### config.mk
export PLATFORM = sky130hd
export DESIGN_NAME = gsp_seq
export DESIGN_NICKNAME = d
export VERILOG_FILES = /design/src/rtl/core/gsp_pkg.sv /design/src/rtl/core/gsp_seq.sv
export SDC_FILE = /design/constraint.sdc
export NUM_CORES = 1
export LEC_CHECK = 0
export BUFFER_PORTS_ARGS = -buffer_cell sky130_fd_sc_hd__buf_2
export CORE_MARGIN = 4
export CORE_UTILIZATION = 60
export DETAILED_ROUTE_END_ITERATION = 8
export PLACE_DENSITY = 0.78
export SETUP_SLACK_MARGIN = 0.1
export SYNTH_ARGS = -nofsm -noshare
export SYNTH_HDL_FRONTEND = slang
export SYNTH_SLANG_ARGS = --single-unit
### constraint.sdc
create_clock -name clk -period 9.27 [get_ports clk]
set_input_delay 0.927 -clock clk [delete_from_list [all_inputs] [get_ports clk]]
set_output_delay 0.927 -clock clk [all_outputs]
set_load 0.03 [all_outputs]
### src/rtl/core/gsp_pkg.sv
// Shared types and constants for the grain sample player.
// No dependencies.
package gsp_pkg;

  localparam int PHASE_W  = 32;
  localparam int LEN_W    = 17;
  localparam int IDX_W    = 16;
  localparam int SAMPLE_W = 16;
  localparam int COUNT_W  = 24;
  localparam int SF_W     = 16;
  localparam int FRAC_MAX = 16;

  localparam int CFG_IDX_W  = 3;
  localparam int CFG_DATA_W = 24;

  // result queue
  localparam int RQ_DEPTH = 4;
  localparam int RQ_PTR_W = 2;
  localparam int RQ_CNT_W = 3;

  // item kinds on s_tuser
  localparam logic [1:0] OP_LOAD  = 2'd0;
  localparam logic [1:0] OP_START = 2'd1;
  localparam logic [1:0] OP_TICK  = 2'd2;

  // register indexes
  localparam logic [CFG_IDX_W-1:0] REG_PITCH_STEP     = 3'd0;
  localparam logic [CFG_IDX_W-1:0] REG_PLAY_REVERSE   = 3'd1;
  localparam logic [CFG_IDX_W-1:0] REG_GRAIN_LENGTH   = 3'd2;
  localparam logic [CFG_IDX_W-1:0] REG_START_FRACTION = 3'd3;
  localparam logic [CFG_IDX_W-1:0] REG_SAMPLE_COUNT   = 3'd4;

  localparam logic [COUNT_W-1:0] PITCH_RESET = 24'd256;

  // tick issued to the datapath, one per output beat
  typedef struct packed {
    logic                valid;
    logic                zero;   // grain already done: output 0
    logic                fin;    // done flag after this tick
    logic [FRAC_MAX-1:0] frac;
  } tick_info_t;

endpackage

### src/rtl/core/gsp_seq.sv
// Front end: config registers, grain state, input decode and memory addressing.
// Depends on gsp_pkg.
module gsp_seq
  import gsp_pkg::*;
#(
  parameter int FRAC_BITS    = 8,
  parameter int SAMPLE_DEPTH = 65536,
  parameter int AW           = 16
) (
  input  logic                  clk,
  input  logic                  rst,
  input  logic                  cfg_we,
  input  logic [CFG_IDX_W-1:0]  cfg_index,
  input  logic [CFG_DATA_W-1:0] cfg_data,
  input  logic                  s_tvalid,
  output logic                  s_tready,
  input  logic [31:0]           s_tdata,
  input  logic [1:0]            s_tuser,
  input  logic                  out_pop,
  output logic                  wr_en,
  output logic [AW-1:0]         wr_addr,
  output logic [SAMPLE_W-1:0]   wr_data,
  output logic [AW-1:0]         rd_addr,
  output tick_info_t            issue
);

  localparam int IX_W = PHASE_W - FRAC_BITS;
  localparam logic [24:0] DEPTH_V = 25'(SAMPLE_DEPTH);

  // config registers
  logic [COUNT_W-1:0] pitch_step;
  logic               play_reverse;
  logic [COUNT_W-1:0] grain_length;
  logic [SF_W-1:0]    start_fraction;
  logic [LEN_W-1:0]   sample_count;

  // grain state
  logic [PHASE_W-1:0] phase, phase_next;
  logic [COUNT_W-1:0] samples_left, left_next;
  logic               finished, fin_next;

  logic [RQ_CNT_W-1:0] credits;
  tick_info_t          issue_q;
  logic [AW-1:0]       nidx_q;

  logic               in_acc, tick_acc;
  logic [IDX_W-1:0]   load_address;
  logic [LEN_W-1:0]   len;
  logic [IDX_W-1:0]   last, idx_c, nidx;
  logic [IX_W-1:0]    idx_raw;
  logic [COUNT_W-1:0] left_dec;
  logic [PHASE_W-1:0] phase_add, phase_sub, phase_start;
  logic [2*IDX_W-1:0] sprod;
  logic               fwd_end, rev_end, start_done;

  assign in_acc       = s_tvalid & s_tready;
  assign tick_acc     = in_acc && (s_tuser == OP_TICK);
  assign load_address = s_tdata[15:0];
  assign s_tready     = !issue_q.valid && (credits != RQ_CNT_W'(RQ_DEPTH));

  always_ff @(posedge clk) begin
    if (rst) begin
      pitch_step     <= PITCH_RESET;
      play_reverse   <= 1'b0;
      grain_length   <= '0;
      start_fraction <= '0;
      sample_count   <= '0;
    end else if (cfg_we) begin
      unique case (cfg_index)
        REG_PITCH_STEP:     pitch_step     <= cfg_data;
        REG_PLAY_REVERSE:   play_reverse   <= cfg_data[0];
        REG_GRAIN_LENGTH:   grain_length   <= cfg_data;
        REG_START_FRACTION: start_fraction <= cfg_data[SF_W-1:0];
        REG_SAMPLE_COUNT:   sample_count   <= cfg_data[LEN_W-1:0];
        default: ;
      endcase
    end
  end

  // effective length, last entry, read indexes
  always_comb begin
    len = (25'(sample_count) > DEPTH_V) ? LEN_W'(DEPTH_V) : sample_count;
    last = (len != '0) ? IDX_W'(len - LEN_W'(1)) : '0;
    idx_raw = phase[PHASE_W-1:FRAC_BITS];
    idx_c = (idx_raw > IX_W'(last)) ? last : IDX_W'(idx_raw);
    nidx = ((LEN_W'(idx_c) + LEN_W'(1)) < len) ? idx_c + IDX_W'(1) : idx_c;
  end

  // end test carries one extra bit so a top index plus one does not wrap
  always_comb begin
    left_dec    = samples_left - COUNT_W'(1);
    phase_add   = phase + PHASE_W'(pitch_step);
    phase_sub   = phase - PHASE_W'(pitch_step);
    rev_end     = phase < PHASE_W'(pitch_step);
    fwd_end     = ({1'b0, phase_add[PHASE_W-1:FRAC_BITS]} + (IX_W+1)'(1))
                  >= (IX_W+1)'(len);
    sprod       = start_fraction * last;
    phase_start = PHASE_W'(sprod[2*IDX_W-1:IDX_W]) << FRAC_BITS;
    start_done  = (len <= LEN_W'(1)) || (grain_length == '0);
  end

  always_comb begin
    phase_next = phase;
    left_next  = samples_left;
    fin_next   = finished;
    if (in_acc) begin
      unique case (s_tuser)
        OP_START: begin
          left_next  = grain_length;
          fin_next   = start_done;
          phase_next = start_done ? '0 : phase_start;
        end
        OP_TICK: begin
          if (!finished) begin
            left_next = left_dec;
            if (left_dec == '0) begin
              fin_next = 1'b1;
            end else if (play_reverse) begin
              if (rev_end) begin
                fin_next = 1'b1;
              end else begin
                phase_next = phase_sub;
              end
            end else begin
              phase_next = phase_add;
              fin_next   = fwd_end;
            end
          end
        end
        default: ;
      endcase
    end
  end

  always_ff @(posedge clk) begin
    if (rst) begin
      phase        <= '0;
      samples_left <= '0;
      finished     <= 1'b1;
    end else begin
      phase        <= phase_next;
      samples_left <= left_next;
      finished     <= fin_next;
    end
  end

  // a tick then holds the read port, via nidx_q, to fetch the next entry
  always_ff @(posedge clk) begin
    if (rst) begin
      issue_q.valid <= 1'b0;
    end else begin
      issue_q.valid <= tick_acc;
    end
    issue_q.zero <= finished;
    issue_q.fin  <= fin_next;
    issue_q.frac <= FRAC_MAX'(phase[FRAC_BITS-1:0]);
    nidx_q       <= AW'(nidx);
  end

  // ticks in flight or queued; bounds the result queue
  always_ff @(posedge clk) begin
    if (rst) begin
      credits <= '0;
    end else begin
      credits <= credits + RQ_CNT_W'(tick_acc) - RQ_CNT_W'(out_pop);
    end
  end

  assign wr_en   = in_acc && (s_tuser == OP_LOAD) && (25'(load_address) < DEPTH_V);
  assign wr_addr = AW'(load_address);
  assign wr_data = s_tdata[31:16];
  assign rd_addr = issue_q.valid ? nidx_q : AW'(idx_c);
  assign issue   = issue_q;

endmodule

==> impl_results.rst <==
.. list-table::
   :header-rows: 1

   * - Metric
     - Value
   * - Status
     - complete, no violations
   * - EDFF count, synth
     - 0
   * - Area of all placed cells without fillers
     - 22600 um^2
   * - Startpoint types
     - register
   * - Final setup fails
     - 0
   * - Die Height
     - 197 um
   * - Detailed router's first-iteration violation count
     - 1966
   * - Number of antenna violations at the first check in global routing
     - 0
   * - Largest fanout on the critical path
     - 8
   * - Period minus WS final
     - 8760 ps
   * - Final #Nets
     - 3187
   * - Netlist area before placement
     - 21500 um^2
   * - Yosys warns
     - 0
   * - Critical Path Sink Type
     - register
   * - Arrival time worst endpoint
     - 9090 ps
   * - CTS tree
     - done
   * - Share of final-layout standard cells stronger than drive strength 1
     - 6.85%
   * - Routed wire length
     - 67100 um
   * - Fill cells
     - 3106
   * - Post-route setup TNS
     - 0 ps
   * - Final max-slew violation count
     - 0
   * - Root Driver
     - clkbuf_16
   * - Commonest non-fill, non-tap cell in the layout
     - nand2_1
   * - Cell variety after synth
     - 85
   * - Io pins
     - 135
   * - Number of buffers created by CTS
     - 17
   * - All-layer global routing usage
     - 34.2%
   * - Number of antenna diodes
     - 0
   * - Wire length of the first global-routing pass
     - 106000 um
   * - Critical Path Max Stage Delay
     - 830 ps
   * - Primary FF master, synth
     - dfxtp_1
   * - Mean Syn Cell Area
     - 7.78 um^2
   * - Via count of the first global-routing pass
     - 19.6k
   * - Number of sinks driven by the clock tree
     - 169
   * - Setup slack after placement
     - 407 ps
   * - RePlAce Congestion
     - 1.03
   * - Slew of the pin with the lowest slew margin
     - 1290 ps
   * - Post-synthesis sequential area ratio
     - 15.7%
   * - DP Wirelength
     - 51400 um
   * - Maximum vdd ir drop
     - 205 uV
   * - CTS H-tree lvls
     - 4
   * - Maximum number of pins on one net before global-route repair
     - 85
   * - Clock-pin slew of the registers on the worst-case setup and hold paths
     - 90 ps
   * - Cells after synthesis
     - 2763
   * - Register bit count reported by yosys
     - 169
   * - RSZ-0062 raised after global routing
     - true
   * - Clock skew after layout
     - 28.1 ps
   * - CP max stage cell
     - a211oi_1
   * - Hold Vio Cnt, Final
     - 0
   * - Initial Util
     - 60.6%
   * - Insertion delay to the later sink of the worst-skew pair
     - 460 ps
   * - Category of the most critical setup path
     - reg2reg
   * - Final Worst Setup Slack
     - 506 ps
   * - Total number of vias
     - 19.9k
   * - Area occupied by registers
     - 3380 um^2
   * - Area taken by multi-input logic gates
     - 16000 um^2
   * - Share of the clock period used by the worst path after layout
     - 94.5%
   * - Buffers added on ports
     - 62
   * - Remaining max-slew budget at the tightest pin
     - 14.3%
   * - Minimum hold slack
     - 396 ps
   * - Number of DRC violations after detailed routing
     - 0
   * - First-pass detailed-route iteration total
     - 6
   * - WL per Instance
     - 21.0 um
   * - Post-DP Area
     - 21900 um^2
   * - Vias per Instance
     - 6.24
   * - Die outline area
     - 38900 um^2
   * - Leading cell types in the layout, fill and taps excluded
     - nand2_1 (453), inv_1 (335), ha_1 (208)
   * - Buffers from clock root to sink, at most
     - 2
   * - Area inside the core boundary
     - 35500 um^2
   * - Power density over cell area
     - 141 nW/um^2
   * - Share of synthesized registers carrying an async set or reset
     - 0%
   * - Number of nets with antenna violations after detailed routing
     - 0
   * - Die width
     - 197 um
   * - Max_cap viols
     - 0
   * - Overflow left after global routing
     - 0
   * - Syn-to-layout area delta
     - 4.98%
   * - Leakage power
     - 10.4 nW
   * - Placed cell count
     - 3155
   * - FP Rows
     - 69
   * - Achievable frequency
     - 0.114 GHz
   * - Number of standard cells in the layout, taps in and fillers out
     - 3190
   * - Worst EP required
     - 9590 ps
   * - Number of hold buffers added after CTS
     - 0
   * - Tightest Hold Check Type
     - reg2reg
==> power breakdown <==
part | switching [mW] | total (mW) | internal (mW)
clock | 0.368 | 0.790 | 0.422
combinational | 0.993 | 1.53 | 0.539
sequential | 0.0748 | 0.864 | 0.789
==> per-stage QoR <==
stage | util [%] | power, mW
floorplan | - | 1.94
global placement | 61.7 | 2.33
detailed placement | 61.7 | 2.36
CTS | 63.5 | 3.15
global route | 63.6 | 3.36
finish | 63.6 | 3.19
==> area by class of cell <==
cell class	instances	area share, %
tap	461	2.56
clock inverter	14	0.893
multi-input combinational	2084	71.1
timing repair buffer	108	2.92
clock buffer	18	1.95
inverter	336	5.59
sequential	169	15.0
==> timing repair <==
action                                  CTS  global route
resized for setup                         0             3
buffers inserted                          0             3
endpoints found under the setup margin    0            13
==> sequential cells by signal (all words and copies together) (netlist names) <==
signal	flops
phase	32
grain_length	24
pitch_step	24
samples_left	24
sample_count	17
nidx_q	16
start_fraction	16
issue	11
credits	3
finished	1
play_reverse	1
==> per-layer routing <==
layer	up-vias	share of wire, %	GRT usage [%]
met2	948	46	55.3
met1	9667	41	45.5
li1	9080	-	-
met4	0	5.1	15.5
met5	-	0	0
met3	205	8.4	5.36
==> synthesized netlist by cell type (8+ instances only) <==
library cell,n,area [um^2]
nor3_1,58,290
xor2_1,38,333
o31ai_1,15,113
or4_1,9,67.6
nand2_1,453,1700
fa_1,196,3920
a21oi_1,206,1030
mux2i_1,33,330
nand3_1,48,240
a211oi_1,26,195
dfxtp_1,169,3380
and3_1,25,156
o22ai_1,10,62.6
and2_1,93,582
buf_4,41,308
a21o_1,28,210
inv_1,335,1260
ha_1,209,2620
nor2b_1,26,163
mux2_2,8,90.1
a221oi_1,14,123
xnor2_1,64,561
buf_1,13,48.8
nor2_1,139,522
nor4_1,28,175
o21a_1,10,75.1
o21bai_1,9,67.6
nand2b_1,31,194
or2_2,13,81.3
nand4_1,25,156
or3_1,19,119
clkbuf_1,120,450
a22oi_1,12,90.1
o211ai_1,22,165
a31oi_1,23,144
o21ai_0,84,420
==> worst max-delay path: cells and delay by family, from the launching register on <==
family          cells  cell delay (ps)
fa+ha+maj           7             3240
xor+xnor            1              150
buf+inv             6              470
flops               1              360
compound gates     10             2600
simple gates        5             1420
mux                 1              400
==> path summary, 6_finish.rpt <==
| kind | start | to | slack (ps) | cells after the start |
|---|---|---|---|---|
| setup / recovery | sample_count[9] | phase[12] | 510 | 30 |
| hold / removal | phase[5] | issue[5] | 400 | 0 |
| setup reg to reg | sample_count[9] | phase[12] | 510 | 30 |
| hold reg to reg | phase[5] | issue[5] | 400 | 0 |
==> cells by family after synthesis <==
kind of cell	synth area share, %
multiplexers	2.08
XOR/XNOR	4.16
other	0.0175
buffers and inverters	9.85
AO/OA/AOI/OAI	15.9
adder cells (fa/ha/maj)	30.4
AND/OR/NAND/NOR	21.9
flip-flops	15.7
(Power assumes the default switching activity.)
