`src/rtl/core/gsp_pkg.sv`:
```
// Shared types and constants for the grain sample player.
// No dependencies.
package gsp_pkg;

  localparam int PHASE_W  = 32;
  localparam int LEN_W    = 17;
  localparam int IDX_W    = 16;
  localparam int SAMPLE_W = 16;
  localparam int COUNT_W  = 24;
  localparam int SF_W     = 16;
  localparam int FRAC_MAX = 16;

  localparam int CFG_IDX_W  = 3;
  localparam int CFG_DATA_W = 24;

  // result queue
  localparam int RQ_DEPTH = 4;
  localparam int RQ_PTR_W = 2;
  localparam int RQ_CNT_W = 3;

  // item kinds on s_tuser
  localparam logic [1:0] OP_LOAD  = 2'd0;
  localparam logic [1:0] OP_START = 2'd1;
  localparam logic [1:0] OP_TICK  = 2'd2;

  // register indexes
  localparam logic [CFG_IDX_W-1:0] REG_PITCH_STEP     = 3'd0;
  localparam logic [CFG_IDX_W-1:0] REG_PLAY_REVERSE   = 3'd1;
  localparam logic [CFG_IDX_W-1:0] REG_GRAIN_LENGTH   = 3'd2;
  localparam logic [CFG_IDX_W-1:0] REG_START_FRACTION = 3'd3;
  localparam logic [CFG_IDX_W-1:0] REG_SAMPLE_COUNT   = 3'd4;

  localparam logic [COUNT_W-1:0] PITCH_RESET = 24'd256;

  // tick issued to the datapath, one per output beat
  typedef struct packed {
    logic                valid;
    logic                zero;   // grain already done: output 0
    logic                fin;    // done flag after this tick
    logic [FRAC_MAX-1:0] frac;
  } tick_info_t;

endpackage

```
`src/rtl/core/gsp_interp.sv`:
```
// Back end: interpolation pipeline and result queue feeding the output stream.
// Depends on gsp_pkg.
module gsp_interp
  import gsp_pkg::*;
#(
  parameter int FRAC_BITS = 8
) (
  input  logic                clk,
  input  logic                rst,
  input  tick_info_t          issue,
  input  logic [SAMPLE_W-1:0] rdata,
  output logic                m_tvalid,
  input  logic                m_tready,
  output logic [SAMPLE_W-1:0] m_tdata,
  output logic                m_tuser
);

  localparam int PROD_W = SAMPLE_W + FRAC_BITS + 2;

  tick_info_t                 s2_info, s3_info;
  logic [SAMPLE_W-1:0]        a_q, s3_a;
  logic signed [SAMPLE_W:0]   diff;
  logic signed [FRAC_BITS:0]  frac_s;
  logic signed [PROD_W-1:0]   prod, s3_prod, prod_sh;
  logic [SAMPLE_W-1:0]        audio;

  logic [SAMPLE_W-1:0] rq_audio [RQ_DEPTH];
  logic                rq_fin   [RQ_DEPTH];
  logic [RQ_PTR_W-1:0] wptr, rptr;
  logic [RQ_CNT_W-1:0] count;
  logic                push, pop;

  // stage 2: first entry latched while the next entry is read
  always_ff @(posedge clk) begin
    if (rst) begin
      s2_info.valid <= 1'b0;
    end else begin
      s2_info.valid <= issue.valid;
    end
    s2_info.zero <= issue.zero;
    s2_info.fin  <= issue.fin;
    s2_info.frac <= issue.frac;
    a_q          <= rdata;
  end

  always_comb begin
    diff   = $signed({rdata[SAMPLE_W-1], rdata}) - $signed({a_q[SAMPLE_W-1], a_q});
    frac_s = $signed({1'b0, s2_info.frac[FRAC_BITS-1:0]});
    prod   = diff * frac_s;
  end

  // stage 3: product registered
  always_ff @(posedge clk) begin
    if (rst) begin
      s3_info.valid <= 1'b0;
    end else begin
      s3_info.valid <= s2_info.valid;
    end
    s3_info.zero <= s2_info.zero;
    s3_info.fin  <= s2_info.fin;
    s3_info.frac <= s2_info.frac;
    s3_prod      <= prod;
    s3_a         <= a_q;
  end

  // arithmetic shift floors toward minus infinity
  always_comb begin
    prod_sh = s3_prod >>> FRAC_BITS;
    audio   = s3_info.zero ? '0 : s3_a + prod_sh[SAMPLE_W-1:0];
  end

  assign push = s3_info.valid;
  assign pop  = m_tvalid & m_tready;

  always_ff @(posedge clk) begin
    if (push) begin
      rq_audio[wptr] <= audio;
      rq_fin[wptr]   <= s3_info.fin;
    end
  end

  always_ff @(posedge clk) begin
    if (rst) begin
      wptr  <= '0;
      rptr  <= '0;
      count <= '0;
    end else begin
      wptr  <= wptr + RQ_PTR_W'(push);
      rptr  <= rptr + RQ_PTR_W'(pop);
      count <= count + RQ_CNT_W'(push) - RQ_CNT_W'(pop);
    end
  end

  assign m_tvalid = (count != '0);
  assign m_tdata  = rq_audio[rptr];
  assign m_tuser  = rq_fin[rptr];

endmodule

```
`config.mk`:
```
export PLATFORM = sky130hd
export DESIGN_NAME = gsp_interp
export DESIGN_NICKNAME = d
export VERILOG_FILES = /design/src/rtl/core/gsp_pkg.sv /design/src/rtl/core/gsp_interp.sv
export SDC_FILE = /design/constraint.sdc
export NUM_CORES = 1
export LEC_CHECK = 0
export BUFFER_PORTS_ARGS = -buffer_cell sky130_fd_sc_hd__buf_2
export CORE_ASPECT_RATIO = 1.5
export CORE_UTILIZATION = 45
export CTS_CLUSTER_SIZE = 12
export DETAILED_ROUTE_END_ITERATION = 10
export GPL_ROUTABILITY_DRIVEN = 0
export GPL_TIMING_DRIVEN = 0
export PLACE_DENSITY = 0.66
export SYNTH_ARGS = -nofsm -noshare
export SYNTH_HDL_FRONTEND = slang
export SYNTH_SLANG_ARGS = --single-unit
```
`constraint.sdc`:
```
create_clock -name clk -period 8.3 [get_ports clk]
set_input_delay 1.245 -clock clk [delete_from_list [all_inputs] [get_ports clk]]
set_output_delay 1.245 -clock clk [all_outputs]
set_load 0.02 [all_outputs]
```
==> impl_metrics.yaml, run 1 <==
status:
  status: "complete, but fails checks"
  violations: "design-rule violations"
pwr:
  power.leakage_nw: 5.17
  internal_power_mw: 2.73
  power_mw: 4.80
  p_clk_share_pct: 15.6
  ir_drop_mv: 0.187
  power.share.switching_pct: 43.1
  switchingPower_mw: 2.07
  p_seq_share_pct: 19.0
  combPwrFrac_pct: 65.5
  powerDensity_nw_per_um2: 418
sta:
  rsz0062_at_grt: "false"
  hold_viol: 0
  holdWs_ps: 326
  setup_viol_count_final: 0
  finalCritPeriodShare_pct: 93.2
  tightest_slew_ps: 914
  slew_headroom_pct: 37.5
  period_needed_ps: 7730
  fmax_mhz: 129
  final_max_slew_viol_count: 0
  setup_ws_ps: 565
  skew_ps: 11.7
  tns_ps: 0
worst_setup_path:
  required_ps: 8650
  cp-end-kind: "register"
  worstSetupPathType: "in -> reg"
  worstPathMaxFanout: 8
  arrival_ps: 8080
  reg2regPathDepth: 26
  crit_path_start_kind: "input port"
layout:
  drive_gt1_share_pct: 10.4
  final_area_um2: 11500
  fin_cells: 1336
  final_core_util_pct: 51.4
  final_net_count: 1268
  layout_common_cells: "inv_1, fa_1, ha_1"
  area_growth_pct: 11.7
  mostFrequentLayoutCell: "inv_1"
  diodes: 0
synthesis:
  synth_xor_area_share_pct: 4.00
  ys_seq_area_share_pct: 33.3
  yosysWarnings: 0
  ys_types: 60
  syn_nets: 1199
  synth_top_family_by_area: "adder cells"
  synth_seq_cells: 137
  synth_top_cell_area_share_pct: 20.4
  ys.flop_type: "dfxtp_1"
  synth-simple-area-share_pct: 14.0
  synth_compound_area_share_pct: 7.35
  synth_area_leaders: "fa_1, edfxtp_1, dfxtp_1"
  syn_area_per_cell_um2: 10.5
  synth_enable_flop_cells: 68
  async_flop_share_pct: 0
  syn-cell-area_um2: 10300
  yosys.area.top_type: "fa_1"
  synth_cells: 978
  yosys.area_share.adder_pct: 29.9
  muxShareOfSynthArea_pct: 3.94
routing:
  via_per_inst: 5.17
  dr_total_vias: 6901
  postRouteAntennaNets: 0
  drtIter0Drc: 230
  remaining_drc_errors: 5
  wl_per_cell_um: 15.5
  postRouteWirelength_um: 20700
  drtPass1Iterations: 7
place:
  placed_cells: 1304
  numPortBuffers: 47
  post-place-ws_ps: 212
  place_area_um2: 10900
  dp_hpwl_um: 16700
min_path:
  worstHoldPathCells: 0
  timing.hold.worst.class: "reg -> reg"
clock_network:
  cts_made_buffers: 17
  cts.clk_slew.worst_paths_ps: 60
  clock_latency_ps: 430
  cts_hold_buf: 0
  cts_root_buf: "clkbuf_16"
  cts_tree: "built"
  htree_levels: 4
  clk_path_buf_depth: 2
  cts_resized: 0
  cts_sinks: 137
  postCtsSetupBuffers: 0
global_route:
  grt_max_degree: 18
  overflow: 0
  grt_pass1_wl_um: 34800
  grt_antenna_before_repair: 0
  grtUsageTotal_pct: 19.1
  grt_pass1_vias: 7311
floorplan:
  die_area_um2: 23500
  die-width_um: 125
  ios: 56
  die_y_um: 187
  initial_core_util_pct: 46.0
  rows: 67
  core_um2: 22400
run:
  cap_violations: 0
## power groups by stage
stage                     Clock, mW  Sequential (mW)  Combinational [mW]
after floorplan                   0            0.918                2.54
after global placement            0            0.923                3.10
after detailed placement          0            0.925                3.16
after CTS                     0.757            0.912                3.20
after global routing          0.785            0.917                3.64
final                         0.747            0.911                3.14
## final timing paths
kind                    start          end  slack [ps]
setup reg to reg       a_q[0]  s3_prod[23]        1210
hold / removal    s2_info[16]  s3_info[16]         330
setup / recovery     rdata[0]  s3_prod[23]         570
hold reg to reg   s2_info[16]  s3_info[16]         330
## state kept, by name (all words and copies together) (netlist names), 3 cells and up
signal,count
s2_info,3
s3_prod,16
count,3
s3_a,16
rq_fin,4
a_q,16
rq_audio,64
frac_s,8
## per-layer routing
metal  vias up  track usage (%)  part of all wire (%)
li1       3325                -                     -
met1      3395             20.1                    39
met4         0             8.49                   2.9
met5         -                0                     0
met3        48             3.15                   2.7
met2       133             36.8                    56
## critical path: stages
cell,delay (ps)
buf_2,100
inv_1,50
ha_1,160
inv_1,50
fa_1,420
a211oi_1,280
o21bai_1,150
a31oi_1,310
o211ai_1,310
a21oi_1,240
o21ai_1,90
xor2_1,560
nand2_1,180
fa_1,570
inv_1,50
fa_1,490
fa_1,540
inv_1,50
fa_1,470
inv_1,40
ha_1,310
o21a_1,190
o221ai_1,170
a211o_1,350
a21oi_4,240
o21ai_2,120
o211ai_2,190
xnor2_1,150
## final cells by class
type	count	area [µm²]
fillers	1951	10900
inverters	175	657
clock buffers	23	448
plain buffers	31	118
clock inverters	9	125
multi-input cells	635	6110
repair buffers	50	273
flip-flops and latches	137	3420
well taps	276	345
## cell usage after synthesis (all sizes together) (7+ instances only)
| library cell | number |
|---|---|
| inv | 175 |
| fa | 105 |
| ha | 78 |
| nand2 | 73 |
| dfxtp | 69 |
| edfxtp | 68 |
| and2 | 67 |
| nor2 | 53 |
| xnor2 | 31 |
| clkbuf | 27 |
| a21oi | 24 |
| o21ai | 24 |
| mux4 | 17 |
| nor2b | 16 |
| nor3 | 16 |
| xor2 | 16 |
| o21a | 12 |
| and3 | 9 |
| nand3 | 7 |
| or3 | 7 |
## logic make-up after synthesis
family	Yosys count
XOR/XNOR	47
buffers and inverters	206
AND/OR/NAND/NOR	279
AO/OA/AOI/OAI	107
flip-flops	137
adder cells (fa/ha/maj)	183
multiplexers	19
Note: power is estimated with default switching activity, not from simulation.
==> inputs of run 2 (changes only) <==
--- a/config.mk
+++ b/config.mk
@@ -7,11 +7,12 @@
 export LEC_CHECK = 0
 export BUFFER_PORTS_ARGS = -buffer_cell sky130_fd_sc_hd__buf_2
 export CORE_ASPECT_RATIO = 1.5
+export CORE_MARGIN = 5
 export CORE_UTILIZATION = 45
 export CTS_CLUSTER_SIZE = 12
 export DETAILED_ROUTE_END_ITERATION = 10
 export GPL_ROUTABILITY_DRIVEN = 0
-export GPL_TIMING_DRIVEN = 0
+export GPL_TIMING_DRIVEN = 1
 export PLACE_DENSITY = 0.66
 export SYNTH_ARGS = -nofsm -noshare
 export SYNTH_HDL_FRONTEND = slang
==> impl_metrics.yaml, run 2 (same netlist as run 1, synthesis figures left out) <==
worst_setup_path:
  cp-end-kind: "register"
  required_ps: 8650
  worst_path_max_delay_cell: "fa_1"
  max_stage_delay_ps: 570
  crit_path_start_kind: "input port"
  worstPathMaxFanout: 5
  arrival_ps: 7790
  reg2regPathDepth: 26
  worstSetupPathType: "in -> reg"
global_route:
  grt_antenna_before_repair: 0
  grt_pass1_wl_um: 34800
  grt_max_degree: 23
  grtUsageTotal_pct: 16.5
  grt_pass1_vias: 7348
  overflow: 0
sta:
  finalCritPeriodShare_pct: 89.6
  setup_viol_count_final: 0
  holdWs_ps: 326
  slew_headroom_pct: 37.6
  period_needed_ps: 7440
  fmax_mhz: 134
  tns_ps: 0
  final_max_slew_viol_count: 0
  setup_ws_ps: 862
  skew_ps: 9.99
  tightest_slew_ps: 933
  hold_viol: 0
  rsz0062_at_grt: "false"
min_path:
  worstHoldPathCells: 0
  timing.hold.worst.class: "reg -> reg"
floorplan:
  die_y_um: 195
  die_area_um2: 26100
  core_um2: 22500
  ios: 56
  die-width_um: 133
  initial_core_util_pct: 45.8
  rows: 67
clock_network:
  cts_tree: "built"
  cts_root_buf: "clkbuf_16"
  clk_path_buf_depth: 2
  cts_made_buffers: 17
  cts_resized: 0
  postCtsSetupBuffers: 0
  htree_levels: 4
  cts.clk_slew.worst_paths_ps: 60
  cts_hold_buf: 0
  clock_latency_ps: 420
  cts_sinks: 137
pwr:
  ir_drop_mv: 0.200
  p_clk_share_pct: 15.2
  p_seq_share_pct: 19.5
  power_mw: 4.75
  internal_power_mw: 2.71
  switchingPower_mw: 2.05
  combPwrFrac_pct: 65.2
  power.leakage_nw: 5.16
  powerDensity_nw_per_um2: 417
  power.share.switching_pct: 43.1
layout:
  drive_gt1_share_pct: 11.2
  top_register: "rq_audio"
  mostFrequentLayoutCell: "inv_1"
  area_growth_pct: 10.8
  diodes: 0
  final_net_count: 1244
  layout_common_cells: "inv_1, fa_1, ha_1"
  largest_reg_flops: 64
routing:
  wl_per_cell_um: 15.1
  via_per_inst: 5.14
  postRouteAntennaNets: 0
  drtPass1Iterations: 5
  drtIter0Drc: 251
  dr_total_vias: 6749
  postRouteWirelength_um: 19800
  remaining_drc_errors: 0
place:
  post-place-ws_ps: 403
  dp_hpwl_um: 15700
  numPortBuffers: 47
run:
  cap_violations: 0
status:
  status: "finished, final reports clean"
==> run 2: cell types whose count changed in the layout (fill, tap and decap cells not counted), sizes merged <==
| cell | delta |
|---|---|
| clkbuf | -30 |
| clkinvlp | +1 |
| buf | +3 |
| clkinv | +3 |
| bufinv | -1 |
==> run 2: power groups by stage <==
stage / Sequential [mW] / Combinational [mW] / Clock, mW
final: 0.928 / 3.10 / 0.724
after global routing: 0.939 / 3.65 / 0.768
after CTS: 0.930 / 3.16 / 0.741
after detailed placement: 0.945 / 3.14 / 0
after global placement: 0.942 / 3.08 / 0
after floorplan: 0.918 / 2.54 / 0
==> run 2: metrics by stage <==
stage / instance area (µm²) / utilization (%) / cells
CTS: 11400 / 50.8 / 1312
global placement: 10800 / 48.3 / 1280
global route: 11400 / 50.8 / 1312
floorplan: 10300 / - / 978
detailed placement: 10800 / 48.3 / 1280
finish: 11400 / 50.8 / 1312
==> run 2: path summary, 6_finish.rpt <==
path / start / end / slack [ps]
setup / recovery: rdata[0] / s3_prod[23] / 860
hold / removal: s2_info[17] / s3_info[17] / 330
setup reg to reg: a_q[0] / s3_prod[23] / 1530
hold reg to reg: s2_info[17] / s3_info[17] / 330
==> run 2: area by class of cell <==
| class | count | area (µm²) |
|---|---|---|
| fill | 2038 | 11100 |
| multi-input combinational | 635 | 6110 |
| sequential | 137 | 3420 |
| inverter | 175 | 657 |
| clock buffer | 20 | 437 |
| tap | 276 | 345 |
| timing repair buffer | 57 | 310 |
| clock inverter | 12 | 128 |
==> run 2: routing by layer <==
metal  wire, µm  track usage [%]
met2      11000             31.7
met1       7920             18.8
met3        560             2.75
met5          0                0
met4        295             4.42
==> run 2: worst max-delay path, delay by kind of cell <==
| family | cells | cell delay (ps) |
|---|---|---|
| buf+inv | 6 | 370 |
| compound gates | 12 | 2560 |
| xor+xnor | 2 | 510 |
| simple gates | 1 | 150 |
| fa+ha+maj | 7 | 2950 |
==> inputs of run 3 (changes only) <==
--- a/config.mk
+++ b/config.mk
@@ -14,6 +14,7 @@
 export GPL_ROUTABILITY_DRIVEN = 0
 export GPL_TIMING_DRIVEN = 1
 export PLACE_DENSITY = 0.66
+export REMOVE_ABC_BUFFERS = 1
 export SYNTH_ARGS = -nofsm -noshare
 export SYNTH_HDL_FRONTEND = slang
 export SYNTH_SLANG_ARGS = --single-unit
==> constraint.sdc (replaced) <==
create_clock -name clk -period 7.3 [get_ports clk]
set_input_delay 1.095 -clock clk [delete_from_list [all_inputs] [get_ports clk]]
set_output_delay 1.095 -clock clk [all_outputs]
set_load 0.02 [all_outputs]
==> impl_metrics.yaml, run 3 (same netlist as run 1, synthesis figures left out) <==
layout:
  diodes: 0
  final_area_um2: 11700
  drive_gt1_share_pct: 14.6
  largest_reg_flops: 64
  layout_common_cells: "inv_1, fa_1, ha_1"
  multi_input_area_um2: 6130
  final_net_count: 1276
  ff_latch_area_um2: 3420
  final_core_util_pct: 52.2
  fill_cells: 2012
  top_register: "rq_audio"
  area_growth_pct: 13.9
  mostFrequentLayoutCell: "inv_1"
worst_setup_path:
  max_stage_delay_ps: 580
  path_common_cell: "inv_1"
  worstSetupPathType: "in -> reg"
  worstPathMaxFanout: 5
  required_ps: 7610
  arrival_ps: 7280
  worst_path_max_delay_cell: "fa_1"
  crit_path_start_kind: "input port"
  cp-end-kind: "register"
routing:
  drtPass1Iterations: 4
  wl_per_cell_um: 14.8
  via_per_inst: 5.09
  drtIter0Drc: 296
  remaining_drc_errors: 0
  postRouteAntennaNets: 0
  dr_total_vias: 6845
  postRouteWirelength_um: 19900
global_route:
  met3_usage_pct: 3.06
  overflow: 0
  grt_pass1_wl_um: 34300
  grt_use_met1_pct: 18.6
  grt_antenna_before_repair: 0
  grt_util_met2_pct: 30.8
  grt_pass1_vias: 7317
  grt_max_degree: 23
  top_usage_layer: "met2"
  grtUsageTotal_pct: 16.3
sta:
  setup_ws_ps: 332
  period_needed_ps: 6970
  final_max_slew_viol_count: 0
  fmax_mhz: 144
  tightest_slew_ps: 988
  finalCritPeriodShare_pct: 95.5
  slew_headroom_pct: 34.1
  skew_ps: 8.09
  setup_viol_count_final: 0
  rsz0062_at_grt: "false"
  hold_viol: 0
floorplan:
  initial_core_util_pct: 45.8
  die_area_um2: 26100
  ios: 56
  core_um2: 22500
  rows: 67
  die-width_um: 133
  die_y_um: 195
place:
  place_area_um2: 11100
  dp_hpwl_um: 15800
  post-place-ws_ps: -235
  numPortBuffers: 47
clock_network:
  clock_latency_ps: 420
  cts_sinks: 137
  cts.clk_slew.worst_paths_ps: 60
  cts_root_buf: "clkbuf_16"
  cts_made_buffers: 17
  cts_tree: "built"
  htree_levels: 4
  cts_hold_buf: 0
  clk_path_buf_depth: 2
  postCtsSetupBuffers: 0
pwr:
  power_mw: 5.99
  powerDensity_nw_per_um2: 511
  ir_drop_mv: 0.281
  power.leakage_nw: 5.36
min_path:
  timing.hold.worst.class: "reg -> reg"
status:
  status: "finished, final reports clean"
run:
  cap_violations: 0
## run 3: metrics by stage
step | std cells | setup TNS, ps | hold WS [ps]
5_1_grt | 1344 | 0 | 335
4_1_cts | 1344 | 0 | 330
6_report | 1344 | 0 | 327
2_1_floorplan | 947 | 0 | 310
3_5_place_dp | 1312 | -1030 | 318
3_3_place_gp | 1312 | -687 | 317
## run 3: critical path, delay by kind of cell
| kind | cells | cell delay, ps |
|---|---|---|
| compound gates | 10 | 2040 |
| xor+xnor | 1 | 120 |
| fa+ha+maj | 7 | 2940 |
| buf+inv | 10 | 890 |
| simple gates | 2 | 190 |
## run 3: area by class of cell
cell class,count,area share (%)
Clock buffer,19,3.87
Clock inverter,13,1.40
Inverter,175,5.60
Multi-Input combinational cell,635,52.3
Sequential cell,137,29.2
Tap cell,276,2.94
Timing Repair Buffer,89,4.69
## run 3: power by group
part | total (mW) | switching (mW) | internal (mW)
Clock | 0.891 | 0.331 | 0.560
Sequential | 1.06 | 0.0498 | 1.01
Combinational | 4.04 | 2.10 | 1.95
Total | 5.99 | 2.48 | 3.52
## run 3: final timing paths
| check | cells after the start | from | slack, ps | to |
|---|---|---|---|---|
| max | 30 | rdata[0] | 330 | s3_prod[21] |
| max reg2reg | 28 | a_q[0] | 820 | s3_prod[21] |
| min | 0 | s2_info[16] | 330 | s3_info[16] |
| min reg2reg | 0 | s2_info[16] | 330 | s3_info[16] |
## run 3: per-layer routing
metal / part of all wire, % / routed length, µm / up-vias
met5: 0 / 0 / -
met4: 1.7 / 343 / 0
met3: 2.8 / 552 / 25
met2: 54 / 10800 / 103
met1: 41 / 8240 / 3362
li1: - / - / 3355
## run 3: what timing repair did
item | CTS | global route
gates resized for setup | 0 | 4
endpoints found under the setup margin | 0 | 5
hold endpoints to repair | 0 | 0
